### config.mk
export PLATFORM = sky130hd
export DESIGN_NAME = stepper_command_sequencer
export DESIGN_NICKNAME = d
export VERILOG_FILES = /design/src/rtl/scs_pkg.sv /design/src/rtl/scs_front.sv /design/src/rtl/scs_queue.sv /design/src/rtl/scs_back.sv /design/src/rtl/stepper_command_sequencer.sv
export SDC_FILE = /design/constraint.sdc
export NUM_CORES = 1
export LEC_CHECK = 0
export ABC_AREA = 0
export BUFFER_PORTS_ARGS = -buffer_cell sky130_fd_sc_hd__buf_4
export CAP_MARGIN = 10
export CORE_ASPECT_RATIO = 0.5
export CORE_MARGIN = 3
export CORE_UTILIZATION = 50
export DETAILED_ROUTE_END_ITERATION = 6
export PLACE_DENSITY = 0.74
export SKIP_CTS_REPAIR_TIMING = 1
export SLEW_MARGIN = 25
export SYNTH_ARGS = -nofsm -noshare
export SYNTH_HDL_FRONTEND = slang
export SYNTH_SLANG_ARGS = --single-unit
### constraint.sdc
create_clock -name clk -period 7.5 [get_ports clk]
set_input_delay 0 -clock clk [delete_from_list [all_inputs] [get_ports clk]]
set_output_delay 0 -clock clk [all_outputs]
set_load 0.02 [all_outputs]
### src/rtl/scs_pkg.sv
// shared types, constants and helpers for the stepper command sequencer
`timescale 1ns / 1ps

package scs_pkg;

  // command slots, in serving order
  localparam int CMD_DIR  = 0;
  localparam int CMD_FAST = 1;
  localparam int CMD_SLOW = 2;
  localparam int CMD_RUN  = 3;
  localparam int CMD_STAT = 4;
  localparam int NUM_CMD  = 5;

  // command bytes
  localparam logic [7:0] BYTE_DIR    = 8'h31;  // '1'
  localparam logic [7:0] BYTE_FAST   = 8'h32;  // '2'
  localparam logic [7:0] BYTE_SLOW   = 8'h33;  // '3'
  localparam logic [7:0] BYTE_RUN    = 8'h30;  // '0'
  localparam logic [7:0] BYTE_STAT_L = 8'h73;  // 's'
  localparam logic [7:0] BYTE_STAT_U = 8'h53;  // 'S'

  localparam logic [7:0] PEND_MAX       = 8'd250;
  localparam logic [7:0] RST_PERIOD     = 8'd200;
  localparam logic [6:0] RST_STEP       = 7'd30;
  localparam logic [7:0] RST_FAST_LIMIT = 8'd140;
  localparam logic [7:0] RST_SLOW_LIMIT = 8'd220;

  // configuration register indexes
  localparam logic [7:0] REG_START_PERIOD = 8'd0;
  localparam logic [7:0] REG_PERIOD_STEP  = 8'd1;
  localparam logic [7:0] REG_FAST_LIMIT   = 8'd2;
  localparam logic [7:0] REG_SLOW_LIMIT   = 8'd3;

  localparam int QUEUE_DEPTH = 4;
  localparam int QPTR_W      = $clog2(QUEUE_DEPTH);

  localparam int OUT_DATA_W = 24;

  // classified item as it waits in the queue
  typedef struct packed {
    logic               is_tick;
    logic [NUM_CMD-1:0] cmd_sel;  // one-hot, all zero for an ignored byte
  } scs_item_t;

  // forward coil order; reverse walks the same table backward
  function automatic logic [3:0] coil_pattern(input logic fwd, input logic [1:0] phase);
    logic [1:0] idx;
    logic [3:0] pat;
    idx = fwd ? phase : ~phase;
    case (idx)
      2'd0:    pat = 4'hD;
      2'd1:    pat = 4'h7;
      2'd2:    pat = 4'hE;
      2'd3:    pat = 4'hB;
      default: pat = 4'h0;
    endcase
    return pat;
  endfunction

endpackage

### src/rtl/scs_front.sv
// front end: accepts input beats and classifies them into queue items
`timescale 1ns / 1ps

module scs_front (
  input  logic              in_tvalid,
  output logic              in_tready,
  input  logic [7:0]        in_tdata,   // [7:0] rx_byte
  input  logic              in_tuser,   // [0] mode
  input  logic              q_full,
  output logic              q_push,
  output scs_pkg::scs_item_t q_item
);

  always_comb begin
    q_item = '0;
    q_item.is_tick = in_tuser;
    if (!in_tuser) begin
      q_item.cmd_sel[scs_pkg::CMD_DIR]  = (in_tdata == scs_pkg::BYTE_DIR);
      q_item.cmd_sel[scs_pkg::CMD_FAST] = (in_tdata == scs_pkg::BYTE_FAST);
      q_item.cmd_sel[scs_pkg::CMD_SLOW] = (in_tdata == scs_pkg::BYTE_SLOW);
      q_item.cmd_sel[scs_pkg::CMD_RUN]  = (in_tdata == scs_pkg::BYTE_RUN);
      q_item.cmd_sel[scs_pkg::CMD_STAT] = (in_tdata == scs_pkg::BYTE_STAT_L) ||
                                          (in_tdata == scs_pkg::BYTE_STAT_U);
    end
  end

  assign in_tready = !q_full;
  assign q_push    = in_tvalid && !q_full;

endmodule

### src/rtl/scs_queue.sv
// short queue between the classifying front end and the executing back end
`timescale 1ns / 1ps

module scs_queue (
  input  logic               clk,
  input  logic               rst_n,
  input  logic               push,
  input  scs_pkg::scs_item_t push_item,
  output logic               full,
  input  logic               pop,
  output logic               q_valid,
  output scs_pkg::scs_item_t q_item
);

  scs_pkg::scs_item_t mem_r [scs_pkg::QUEUE_DEPTH];

  logic [scs_pkg::QPTR_W-1:0] wr_ptr_r, wr_ptr_nxt;
  logic [scs_pkg::QPTR_W-1:0] rd_ptr_r, rd_ptr_nxt;
  logic [scs_pkg::QPTR_W:0]   count_r, count_nxt;
  logic                       do_pop;

  assign full    = (count_r == (scs_pkg::QPTR_W+1)'(scs_pkg::QUEUE_DEPTH));
  assign q_valid = (count_r != '0);
  assign q_item  = mem_r[rd_ptr_r];
  assign do_pop  = pop && q_valid;

  always_comb begin
    wr_ptr_nxt = push   ? wr_ptr_r + 1'b1 : wr_ptr_r;
    rd_ptr_nxt = do_pop ? rd_ptr_r + 1'b1 : rd_ptr_r;
    count_nxt  = count_r;
    if (push && !do_pop) begin
      count_nxt = count_r + 1'b1;
    end else if (!push && do_pop) begin
      count_nxt = count_r - 1'b1;
    end
  end

  always_ff @(posedge clk) begin
    if (!rst_n) begin
      wr_ptr_r <= '0;
      rd_ptr_r <= '0;
      count_r  <= '0;
    end else begin
      wr_ptr_r <= wr_ptr_nxt;
      rd_ptr_r <= rd_ptr_nxt;
      count_r  <= count_nxt;
    end
  end

  always_ff @(posedge clk) begin
    if (push) begin
      mem_r[wr_ptr_r] <= push_item;
    end
  end

  // occupancy follows the pointer distance
  a_count_ptrs: assert property (@(posedge clk) disable iff (!rst_n)
    (count_r[scs_pkg::QPTR_W-1:0] == (wr_ptr_r - rd_ptr_r)))
    else $error("queue count out of step with pointers");

endmodule

### src/rtl/scs_back.sv
// back end: pending counters, motor state, config registers and result beat
`timescale 1ns / 1ps

module scs_back (
  input  logic               clk,
  input  logic               rst_n,
  input  logic               q_valid,
  input  scs_pkg::scs_item_t q_item,
  output logic               q_pop,
  input  logic               cfg_valid,
  input  logic [7:0]         cfg_index,
  input  logic [7:0]         cfg_data,
  output logic               out_tvalid,
  input  logic               out_tready,
  output logic [scs_pkg::OUT_DATA_W-1:0] out_tdata
);

  logic [6:0] step_r;
  logic [7:0] fast_lim_r;
  logic [7:0] slow_lim_r;

  logic [7:0] pend_r [scs_pkg::NUM_CMD];
  logic [7:0] pend_nxt [scs_pkg::NUM_CMD];
  logic [7:0] period_r, period_nxt;
  logic [1:0] phase_r, phase_nxt;
  logic [7:0] hold_r, hold_nxt;
  logic       dir_r, dir_nxt;
  logic       run_r, run_nxt;
  logic [3:0] coil_r, coil_nxt;
  logic [3:0] ev_nxt;

  logic                          out_valid_r;
  logic [scs_pkg::OUT_DATA_W-1:0] out_data_r;

  logic       take;
  logic       do_serve;
  logic [7:0] period_fast;
  logic [8:0] slow_sum;
  logic [7:0] hold_inc;

  assign take  = q_valid && (!out_valid_r || out_tready);
  assign q_pop = take;

  always_comb begin
    for (int i = 0; i < scs_pkg::NUM_CMD; i++) begin
      pend_nxt[i] = pend_r[i];
    end
    period_nxt  = period_r;
    phase_nxt   = phase_r;
    hold_nxt    = hold_r;
    dir_nxt     = dir_r;
    run_nxt     = run_r;
    coil_nxt    = coil_r;
    ev_nxt      = '0;
    do_serve    = !run_r || (phase_r == 2'd0 && hold_r == 8'd0);
    period_fast = period_r;
    slow_sum    = '0;
    hold_inc    = '0;

    if (take && !q_item.is_tick) begin
      for (int i = 0; i < scs_pkg::NUM_CMD; i++) begin
        if (q_item.cmd_sel[i] && pend_r[i] < scs_pkg::PEND_MAX) begin
          pend_nxt[i] = pend_r[i] + 8'd1;
        end
      end
    end else if (take) begin
      if (do_serve) begin
        for (int i = 0; i < scs_pkg::NUM_CMD; i++) begin
          if (pend_r[i] != 8'd0) begin
            pend_nxt[i] = pend_r[i] - 8'd1;
          end
        end
        if (pend_r[scs_pkg::CMD_DIR] != 8'd0) begin
          dir_nxt   = !dir_r;
          ev_nxt[0] = 1'b1;
        end
        // speed up, then slow down on the updated period
        if (pend_r[scs_pkg::CMD_FAST] != 8'd0) begin
          ev_nxt[1] = 1'b1;
          if (period_r >= fast_lim_r) begin
            period_fast = (period_r > {1'b0, step_r}) ? period_r - {1'b0, step_r} : 8'd1;
          end
        end
        period_nxt = period_fast;
        if (pend_r[scs_pkg::CMD_SLOW] != 8'd0) begin
          ev_nxt[1] = 1'b1;
          if (period_fast <= slow_lim_r) begin
            slow_sum   = {1'b0, period_fast} + {2'b00, step_r};
            period_nxt = slow_sum[8] ? 8'hFF : slow_sum[7:0];
          end
        end
        if (pend_r[scs_pkg::CMD_RUN] != 8'd0) begin
          ev_nxt[2] = 1'b1;
          if (run_r) begin
            run_nxt   = 1'b0;
            phase_nxt = 2'd0;
            hold_nxt  = 8'd0;
          end else begin
            run_nxt = 1'b1;
          end
        end
        if (pend_r[scs_pkg::CMD_STAT] != 8'd0) begin
          ev_nxt[3] = 1'b1;
        end
      end
      if (run_nxt) begin
        coil_nxt = scs_pkg::coil_pattern(dir_nxt, phase_nxt);
        hold_inc = hold_nxt + 8'd1;
        if (hold_inc >= period_nxt) begin
          hold_nxt  = 8'd0;
          phase_nxt = phase_nxt + 2'd1;
        end else begin
          hold_nxt = hold_inc;
        end
      end else begin
        coil_nxt  = 4'h0;
        phase_nxt = 2'd0;
        hold_nxt  = 8'd0;
      end
    end

    // start period write reloads the live period, zero reads as one
    if (cfg_valid && cfg_index == scs_pkg::REG_START_PERIOD) begin
      period_nxt = (cfg_data == 8'd0) ? 8'd1 : cfg_data;
    end
  end

  always_ff @(posedge clk) begin
    if (!rst_n) begin
      for (int i = 0; i < scs_pkg::NUM_CMD; i++) begin
        pend_r[i] <= '0;
      end
      period_r    <= scs_pkg::RST_PERIOD;
      phase_r     <= '0;
      hold_r      <= '0;
      dir_r       <= 1'b1;
      run_r       <= 1'b1;
      coil_r      <= '0;
      step_r      <= scs_pkg::RST_STEP;
      fast_lim_r  <= scs_pkg::RST_FAST_LIMIT;
      slow_lim_r  <= scs_pkg::RST_SLOW_LIMIT;
      out_valid_r <= 1'b0;
    end else begin
      for (int i = 0; i < scs_pkg::NUM_CMD; i++) begin
        pend_r[i] <= pend_nxt[i];
      end
      period_r <= period_nxt;
      phase_r  <= phase_nxt;
      hold_r   <= hold_nxt;
      dir_r    <= dir_nxt;
      run_r    <= run_nxt;
      coil_r   <= coil_nxt;
      if (cfg_valid && cfg_index == scs_pkg::REG_PERIOD_STEP) begin
        step_r <= cfg_data[6:0];
      end
      if (cfg_valid && cfg_index == scs_pkg::REG_FAST_LIMIT) begin
        fast_lim_r <= cfg_data;
      end
      if (cfg_valid && cfg_index == scs_pkg::REG_SLOW_LIMIT) begin
        slow_lim_r <= cfg_data;
      end
      if (take) begin
        out_valid_r <= 1'b1;
      end else if (out_tready) begin
        out_valid_r <= 1'b0;
      end
    end
  end

  always_ff @(posedge clk) begin
    if (take) begin
      out_data_r <= {6'd0, ev_nxt, period_nxt, dir_nxt, run_nxt, coil_nxt};
    end
  end

  assign out_tvalid = out_valid_r;
  assign out_tdata  = out_data_r;

  a_period_nonzero: assert property (@(posedge clk) disable iff (!rst_n)
    (period_r != 8'd0))
    else $error("period reached zero");

  a_stopped_coils_off: assert property (@(posedge clk) disable iff (!rst_n)
    (!run_r |-> (coil_r == 4'h0 && phase_r == 2'd0 && hold_r == 8'd0)))
    else $error("coils driven while stopped");

  a_pend_sat: assert property (@(posedge clk) disable iff (!rst_n)
    (pend_r[scs_pkg::CMD_DIR] <= scs_pkg::PEND_MAX &&
     pend_r[scs_pkg::CMD_STAT] <= scs_pkg::PEND_MAX))
    else $error("pending counter above saturation");

  a_result_held: assert property (@(posedge clk) disable iff (!rst_n)
    (out_valid_r && !out_tready |=> out_valid_r && $stable(out_data_r)))
    else $error("stalled result changed");

endmodule

### src/rtl/stepper_command_sequencer.sv
// top level of the four-coil stepper command sequencer
`timescale 1ns / 1ps

// Each input beat is either a command byte (in_tuser = 0) or one time tick
// (in_tuser = 1), and every beat yields exactly one result beat with the
// coil drive, run and direction state, the current period and the events
// served by that beat. The block takes one beat per clock while its queue is
// not full: a four-entry queue sits between the classifier and the execution
// stage, and the execution stage updates the counters and motor state
// combinationally into an output register, so a result passes through the
// queue and the output register and is held there while the output is stalled.
// Configuration writes are always ready and take effect on the next clock; a
// start_period write also reloads the live period.

module stepper_command_sequencer (
  input  logic        clk,
  input  logic        rst_n,
  input  logic        in_tvalid,
  output logic        in_tready,
  input  logic [7:0]  in_tdata,   // [7:0] rx_byte
  input  logic        in_tuser,   // [0] mode
  output logic        out_tvalid,
  input  logic        out_tready,
  // [3:0] coils, [4] running, [5] forward, [13:6] period_now,
  // [14] direction_event, [15] speed_event, [16] run_event,
  // [17] status_event, [23:18] zero
  output logic [scs_pkg::OUT_DATA_W-1:0] out_tdata,
  input  logic        cfg_valid,
  output logic        cfg_ready,
  input  logic [7:0]  cfg_index,
  input  logic [7:0]  cfg_data
);

  logic               q_full;
  logic               q_push;
  logic               q_pop;
  logic               q_valid;
  scs_pkg::scs_item_t push_item;
  scs_pkg::scs_item_t q_item;

  assign cfg_ready = 1'b1;

  scs_front u_front (
    .in_tvalid (in_tvalid),
    .in_tready (in_tready),
    .in_tdata  (in_tdata),
    .in_tuser  (in_tuser),
    .q_full    (q_full),
    .q_push    (q_push),
    .q_item    (push_item)
  );

  scs_queue u_queue (
    .clk       (clk),
    .rst_n     (rst_n),
    .push      (q_push),
    .push_item (push_item),
    .full      (q_full),
    .pop       (q_pop),
    .q_valid   (q_valid),
    .q_item    (q_item)
  );

  scs_back u_back (
    .clk        (clk),
    .rst_n      (rst_n),
    .q_valid    (q_valid),
    .q_item     (q_item),
    .q_pop      (q_pop),
    .cfg_valid  (cfg_valid),
    .cfg_index  (cfg_index),
    .cfg_data   (cfg_data),
    .out_tvalid (out_tvalid),
    .out_tready (out_tready),
    .out_tdata  (out_tdata)
  );

endmodule
==> summary.txt, run 1 <==
Setup path
  – Critical path's most frequent cell: a21o_1
  – Crit start category: flop
  – Crit Path Max Fanout: 8
  – WP data arrival: 6.91 ns
  – RR Endpoint: u_back.hold_r[4]
  – RR Startpoint: u_back.period_r[0]
  – CP peak stage delay: 0.67 ns
  – CP required: 7.87 ns
  – CP max-delay cell: a2111oi_0
  – Reg-to-reg slack, setup: 0.96 ns
  – Setup crit end kind: flop
  – WS Path Type: reg2reg
  – Worst r2r path cells: 28

Logic synthesis
  – Synth Cell Area: 0.008270 mm²
  – Top FF cell, synth: dfxtp_1
  – Post-synth EDFFs: 42
  – Yosys reg bits: 139
  – Largest cells by area after synthesis: dfxtp_1, edfxtp_1, ha_1
  – Synth warnings: 0
  – Sequential element share of the synthesized area: 0.3873
  – Count of different cell masters after synthesis: 67
  – Avg Inst Size Synth: 9.550 µm²
  – Top-area cell type share of the netlist area: 0.2348
  – Syn Inst Count: 866
  – Post-synth top area cell: dfxtp_1
  – Async S/R FF share, synth: 0

Layout
  – Seq. cell area: 0.003203 mm²
  – Area grow syn2layout: 15.49%
  – Layout cells sized above 1: 0.1170
  – Area of the multi-input gates: 0.004768 mm²
  – Final nets: 1037
  – FILL cells: 1312
  – Antenna cells: 0
  – Util after Layout: 0.6055

STA
  – Slew HR: 0.3174
  – Pins Over Slew Limit: 0
  – # setup viols final: 0
  – Fin crit share: 0.8720
  – Tmin final: 6.540 ns
  – RSZ-0062 raised after global routing: false
  – Final hold viol count: 0
  – Max Clock Freq: 152.9 MHz
  – Setup TNS: 0 ns
  – WHS: 0.02260 ns
  – Fin Clk Skew: 0.01024 ns
  – Slew @ Worst Pin: 1.020 ns

Place
  – Hpwl dp: 13570 µm
  – Placer Congestion: 0.9174
  – Port Buffers: 49

Hold path
  – Class of the worst hold path: in2reg
  – Hold path startpoint: in_tdata[6]
  – Hold Path End: u_queue.mem_r[2][4]
  – Hold Path Depth: 2

Clock network
  – Sink Count: 139
  – Clock slew at reported path FFs: 0.07 ns
  – H-tree depth: 4
  – CTS Root Cell: clkbuf_16
  – Worst skew pair latency: 0.43 ns
  – CTS buffer count: 17
  – CTS tree: yes
  – Clock Tree Buf Depth: 2

Global routing
  – First-pass GRT wire length: 30590 µm
  – Vias in the first global route: 6092
  – Congestion Overflow GR: 0
  – Largest net degree at the start of global routing: 41
  – Tot GR Track Use: 0.2098
  – Initial antenna violation count: 0

Drt
  – Post-Route WL: 19440 µm
  – Vias: 6511
  – DR WL met3: 1228 µm
  – DR DRC count: 0
  – Antenna-violating nets left: 0
  – Drt first pass iters: 5
  – DR top layer: met4
  – M1 WL: 8685 µm
  – Routed wl met2: 9145 µm
  – Iter 0 DRT Violations: 485
  – Post-DR vias/cell: 5.608
  – WL/cell: 16.74 µm

Power and ir drop
  – Maximum VDD drop: 0.0002917 V
  – Pwr/cell area: 473.4 mW/mm²
  – Logic gate share of total power: 0.571
  – Leak: 4.134 nW
  – Seq pwr share: 0.247
  – Int Pwr: 0.002523 W
  – Sw Ratio: 0.4422
  – Switching power: 0.001999 W
  – Clock network fraction of design power: 0.182

Die
  – Io pins: 57
  – Die H: 96.94 µm
  – Core ar.: 0.01578 mm²
  – Initial Utilization: 0.5243
  – Cell Rows: 32
  – Die width: 187.9 µm
  – Die Area: 0.01821 mm²

Job
  – Max Cap Violations: 0

Status
  – Status: completed
## stage by stage
stage / instances / cell area, µm² / setup slack, ns / total power, W
floorplan: 871 / 8289 / 1.980 / 0.003057
global placement: 1114 / 8822 / 1.198 / 0.003619
detailed placement: 1114 / 8822 / 1.149 / 0.003670
CTS: 1146 / 9402 / 1.125 / 0.004513
global route: 1161 / 9552 / 0.4825 / 0.004869
finish: 1161 / 9552 / 0.9601 / 0.004522
## Yosys cell counts (5+ instances only)
cell and count:
or2_2 5, nand2_1 47, mux2i_1 54, and2_1 11
dfxtp_1 97, o21a_1 8, a211oi_1 9, or3_1 7
fa_1 8, inv_1 42, a21oi_1 57, nor4_1 10
and3_1 8, o31ai_1 5, edfxtp_1 42, buf_4 9
clkbuf_1 19, mux4_2 6, xnor2_1 31, o21ai_0 27
o21bai_1 14, nor2_1 113, nor3_1 15, ha_1 72
a22oi_1 9, a21o_1 17, nand2b_1 7, nor2b_1 6
xor2_1 22, nand4_1 9, nand3_1 8
## metal layers
layer	GRT usage	up-vias
met5	0	-
met4	0.06797	0
met3	0.05069	32
met2	0.3417	194
met1	0.2762	3046
li1	-	3239
## cell usage in the layout (no fill, tap or decap), types with 8 or more instances in the layout
| cell type | n |
|---|---|
| and3_1 | 8 |
| inv_1 | 42 |
| a21o_1 | 17 |
| fa_1 | 8 |
| nor4_1 | 10 |
| dlygate4sd3_1 | 15 |
| a21oi_1 | 56 |
| o21a_1 | 8 |
| a211oi_1 | 9 |
| nor3_1 | 15 |
| dfxtp_1 | 97 |
| a22oi_1 | 9 |
| o21ai_0 | 27 |
| ha_1 | 72 |
| xnor2_1 | 31 |
| and2_1 | 11 |
| nand2_1 | 47 |
| edfxtp_1 | 42 |
| nand3_1 | 8 |
| mux2i_1 | 54 |
| o21bai_1 | 14 |
| nand4_1 | 9 |
| xor2_1 | 22 |
| clkbuf_16 | 17 |
| nor2_1 | 113 |
| buf_4 | 55 |
## worst max path at each step
stage	start	end	slack (ns)	depth (start not counted)
floorplan	u_back.period_r[0]	u_back.hold_r[0]	1.98	29
global placement	u_back.period_r[0]	u_back.hold_r[0]	1.20	25
detailed placement	u_back.period_r[0]	u_back.hold_r[4]	1.15	28
CTS	u_back.period_r[0]	u_back.hold_r[4]	1.12	28
global route	u_back.period_r[0]	u_back.hold_r[6]	0.48	28
finish	u_back.period_r[0]	u_back.hold_r[4]	0.96	28
## kinds of logic after synthesis
family	synth area share
AND/OR/NAND/NOR	0.1508
flip-flops	0.3873
adder cells (fa/ha/maj)	0.1283
AO/OA/AOI/OAI	0.1523
other	0.0009081
buffers and inverters	0.03918
XOR/XNOR	0.05613
multiplexers	0.08502
## cell type report
class                           instances  share of cell area
Multi-Input combinational cell        656              0.4992
Tap cell                              221             0.02895
Inverter                               43             0.01690
Timing Repair Buffer                   70             0.05895
Sequential cell                       139              0.3353
Clock inverter                         15             0.01611
Clock buffer                           17             0.04454
## power groups by stage
| stage | logic [W] | registers, W | clock network, W |
|---|---|---|---|
| floorplan | 0.00190 | 0.00116 | 0 |
| global placement | 0.00249 | 0.00113 | 0 |
| detailed placement | 0.00254 | 0.00113 | 0 |
| CTS | 0.00256 | 0.00112 | 0.000832 |
| global route | 0.00286 | 0.00114 | 0.000868 |
| finish | 0.00258 | 0.00112 | 0.000821 |
## worst max-delay path, delay by kind of cell (launching register included)
family,cells,cell delay [ns]
simple gates,8,1.26
compound gates,13,3.54
fa+ha+maj,4,0.95
buf+inv,2,0.16
mux,1,0.22
flops,1,0.35
## sequential cells by signal, summed over array words and instances, names as in the netlist, named ones only
register / cells
u_back.out_tdata: 18
u_queue.mem_r: 24
u_back.slow_lim_r: 8
u_queue.count_r: 3
u_back.run_r: 1
u_back.phase_r: 2
u_back.out_tvalid: 1
u_back.hold_r: 8
u_queue.rd_ptr_r: 2
u_back.coil_r: 4
u_back.fast_lim_r: 8
u_back.period_r: 8
u_back.pend_r: 40
u_queue.wr_ptr_r: 2
u_back.dir_r: 1
u_back.step_r: 7
No activity file was read; power rests on OpenSTA's default activity.
==> run 2: changes to the inputs <==
Settings changed: CORE_UTILIZATION 50 to 58, PLACE_DENSITY 0.74 to 0.83.
==> summary.txt, run 2 (synthesis results as in run 1) <==
Status
  – Status: completed

Place
  – Placer Congestion: 0.9280
  – Post-place setup slack: 1.046 ns
  – Hpwl dp: 13820 µm
  – Port Buffers: 49

Drt
  – DR DRC count: 0
  – Post-Route WL: 19630 µm
  – Iter 0 DRT Violations: 533
  – Antenna-violating nets left: 0
  – Drt first pass iters: 5
  – Vias: 6676
  – WL/cell: 17.39 µm
  – Post-DR vias/cell: 5.913

STA
  – Setup TNS: 0 ns
  – Fin Clk Skew: 0.009333 ns
  – Final worst slack: 0.8932 ns
  – # setup viols final: 0
  – Pins Over Slew Limit: 0
  – Fin crit share: 0.8809
  – Final hold viol count: 0
  – Slew @ Worst Pin: 0.9535 ns
  – Max Clock Freq: 151.4 MHz
  – Slew HR: 0.3620
  – RSZ-0062 raised after global routing: false
  – Tmin final: 6.607 ns

Die
  – Die Area: 0.01581 mm²
  – Die H: 90.44 µm
  – Initial Utilization: 0.6020
  – Die width: 174.9 µm
  – Core ar.: 0.01374 mm²
  – Io pins: 57
  – Cell Rows: 30

Layout
  – Most common cell after layout, fill and taps aside: nor2_1
  – Commonest non-fill, non-tap cells in the layout: nor2_1, dfxtp_1, ha_1
  – FILL cells: 1022
  – Layout cells sized above 1: 0.1153
  – Util after Layout: 0.6935
  – Top reg by flops: u_back.pend_r
  – Antenna cells: 0
  – Number of flip-flops in the largest register: 40
  – Final nets: 1034
  – Area grow syn2layout: 15.20%

Setup path
  – RR Startpoint: u_back.period_r[0]
  – WP data arrival: 6.97 ns
  – Critical path's most frequent cell: a21o_1
  – WS Path Type: reg2reg
  – Setup crit end kind: flop
  – Worst r2r path cells: 28
  – Reg-to-reg slack, setup: 0.89 ns
  – CP required: 7.86 ns
  – CP max-delay cell: a2111oi_0
  – CP peak stage delay: 0.63 ns
  – RR Endpoint: u_back.hold_r[5]
  – Crit Path Max Fanout: 8
  – Crit start category: flop

Hold path
  – Class of the worst hold path: in2reg
  – Hold Path Depth: 2
  – Hold Path End: u_queue.mem_r[2][4]
  – Hold path startpoint: in_tdata[6]

Power and ir drop
  – Maximum VDD drop: 0.0003186 V
  – Pwr/cell area: 480.7 mW/mm²
  – Logic gate share of total power: 0.566
  – Int Pwr: 0.002593 W
  – Clock network fraction of design power: 0.189
  – Seq pwr share: 0.245
  – Leak: 4.148 nW
  – Switching power: 0.001987 W
  – Sw Ratio: 0.4339

Global routing
  – Tot GR Track Use: 0.2549
  – Congestion Overflow GR: 0
  – Vias in the first global route: 6554
  – Largest net degree at the start of global routing: 45
  – First-pass GRT wire length: 32560 µm
  – Initial antenna violation count: 0

Clock network
  – Sink Count: 139
  – Worst skew pair latency: 0.43 ns
  – CTS Root Cell: clkbuf_16
  – CTS tree: yes
  – Clock slew at reported path FFs: 0.06 ns
  – Clock Tree Buf Depth: 2
  – CTS buffer count: 17
  – H-tree depth: 4

Job
  – Max Cap Violations: 0
[run 2: worst max-delay path: cells and delay by family (launching register included)]
kind | cells | cell delay, ns
adder cells (fa/ha/maj) | 4 | 0.97
AND/OR/NAND/NOR | 8 | 1.19
AO/OA/AOI/OAI | 13 | 3.61
buffers and inverters | 2 | 0.16
flip-flops | 1 | 0.35
multiplexers | 1 | 0.23
[run 2: metrics by stage]
stage | cells | power (W) | cell area, µm² | hold slack, ns
floorplan | 871 | 0.003057 | 8289 | 0.09887
global placement | 1083 | 0.003562 | 8771 | 0.2160
detailed placement | 1083 | 0.003660 | 8771 | 0.2241
CTS | 1115 | 0.004555 | 9383 | -0.2245
global route | 1129 | 0.004935 | 9528 | 0.05670
finish | 1129 | 0.004580 | 9528 | 0.03630
[run 2: per-layer routing]
metal,share of wire,vias up,track usage,routed length [µm]
met4,0.024,0,0.1114,478
met3,0.060,40,0.05248,1185
li1,-,3230,-,-
met5,0,-,0,0
met1,0.44,3205,0.3285,8700
met2,0.47,201,0.4176,9270
[run 2: how the worst max path moves through the flow]
| stage | start | to | slack [ns] | depth (start not counted) |
|---|---|---|---|---|
| global route | u_back.period_r[0] | u_back.hold_r[1] | 0.34 | 28 |
| CTS | u_back.period_r[0] | u_back.hold_r[0] | 0.99 | 28 |
| global placement | u_back.period_r[0] | u_back.hold_r[0] | 1.24 | 28 |
| finish | u_back.period_r[0] | u_back.hold_r[5] | 0.89 | 28 |
| floorplan | u_back.period_r[0] | u_back.hold_r[0] | 1.98 | 29 |
| detailed placement | u_back.period_r[0] | u_back.hold_r[0] | 1.05 | 28 |
[run 2: power groups by stage]
stage | logic [W] | clock network (W) | registers [W]
CTS | 0.00256 | 0.000879 | 0.00112
floorplan | 0.00190 | 0 | 0.00116
global route | 0.00288 | 0.000908 | 0.00114
global placement | 0.00244 | 0 | 0.00113
finish | 0.00259 | 0.000868 | 0.00112
detailed placement | 0.00253 | 0 | 0.00113
[run 2: final cells by class]
type | instances | area [µm²] | share of cell area
well taps | 192 | 240.2 | 0.02521
inverters | 43 | 161.4 | 0.01694
multi-input cells | 656 | 4773 | 0.5010
repair buffers | 67 | 538.0 | 0.05647
clock buffers | 21 | 491.7 | 0.05161
flip-flops and latches | 139 | 3203 | 0.3362
clock inverters | 11 | 120.1 | 0.01261
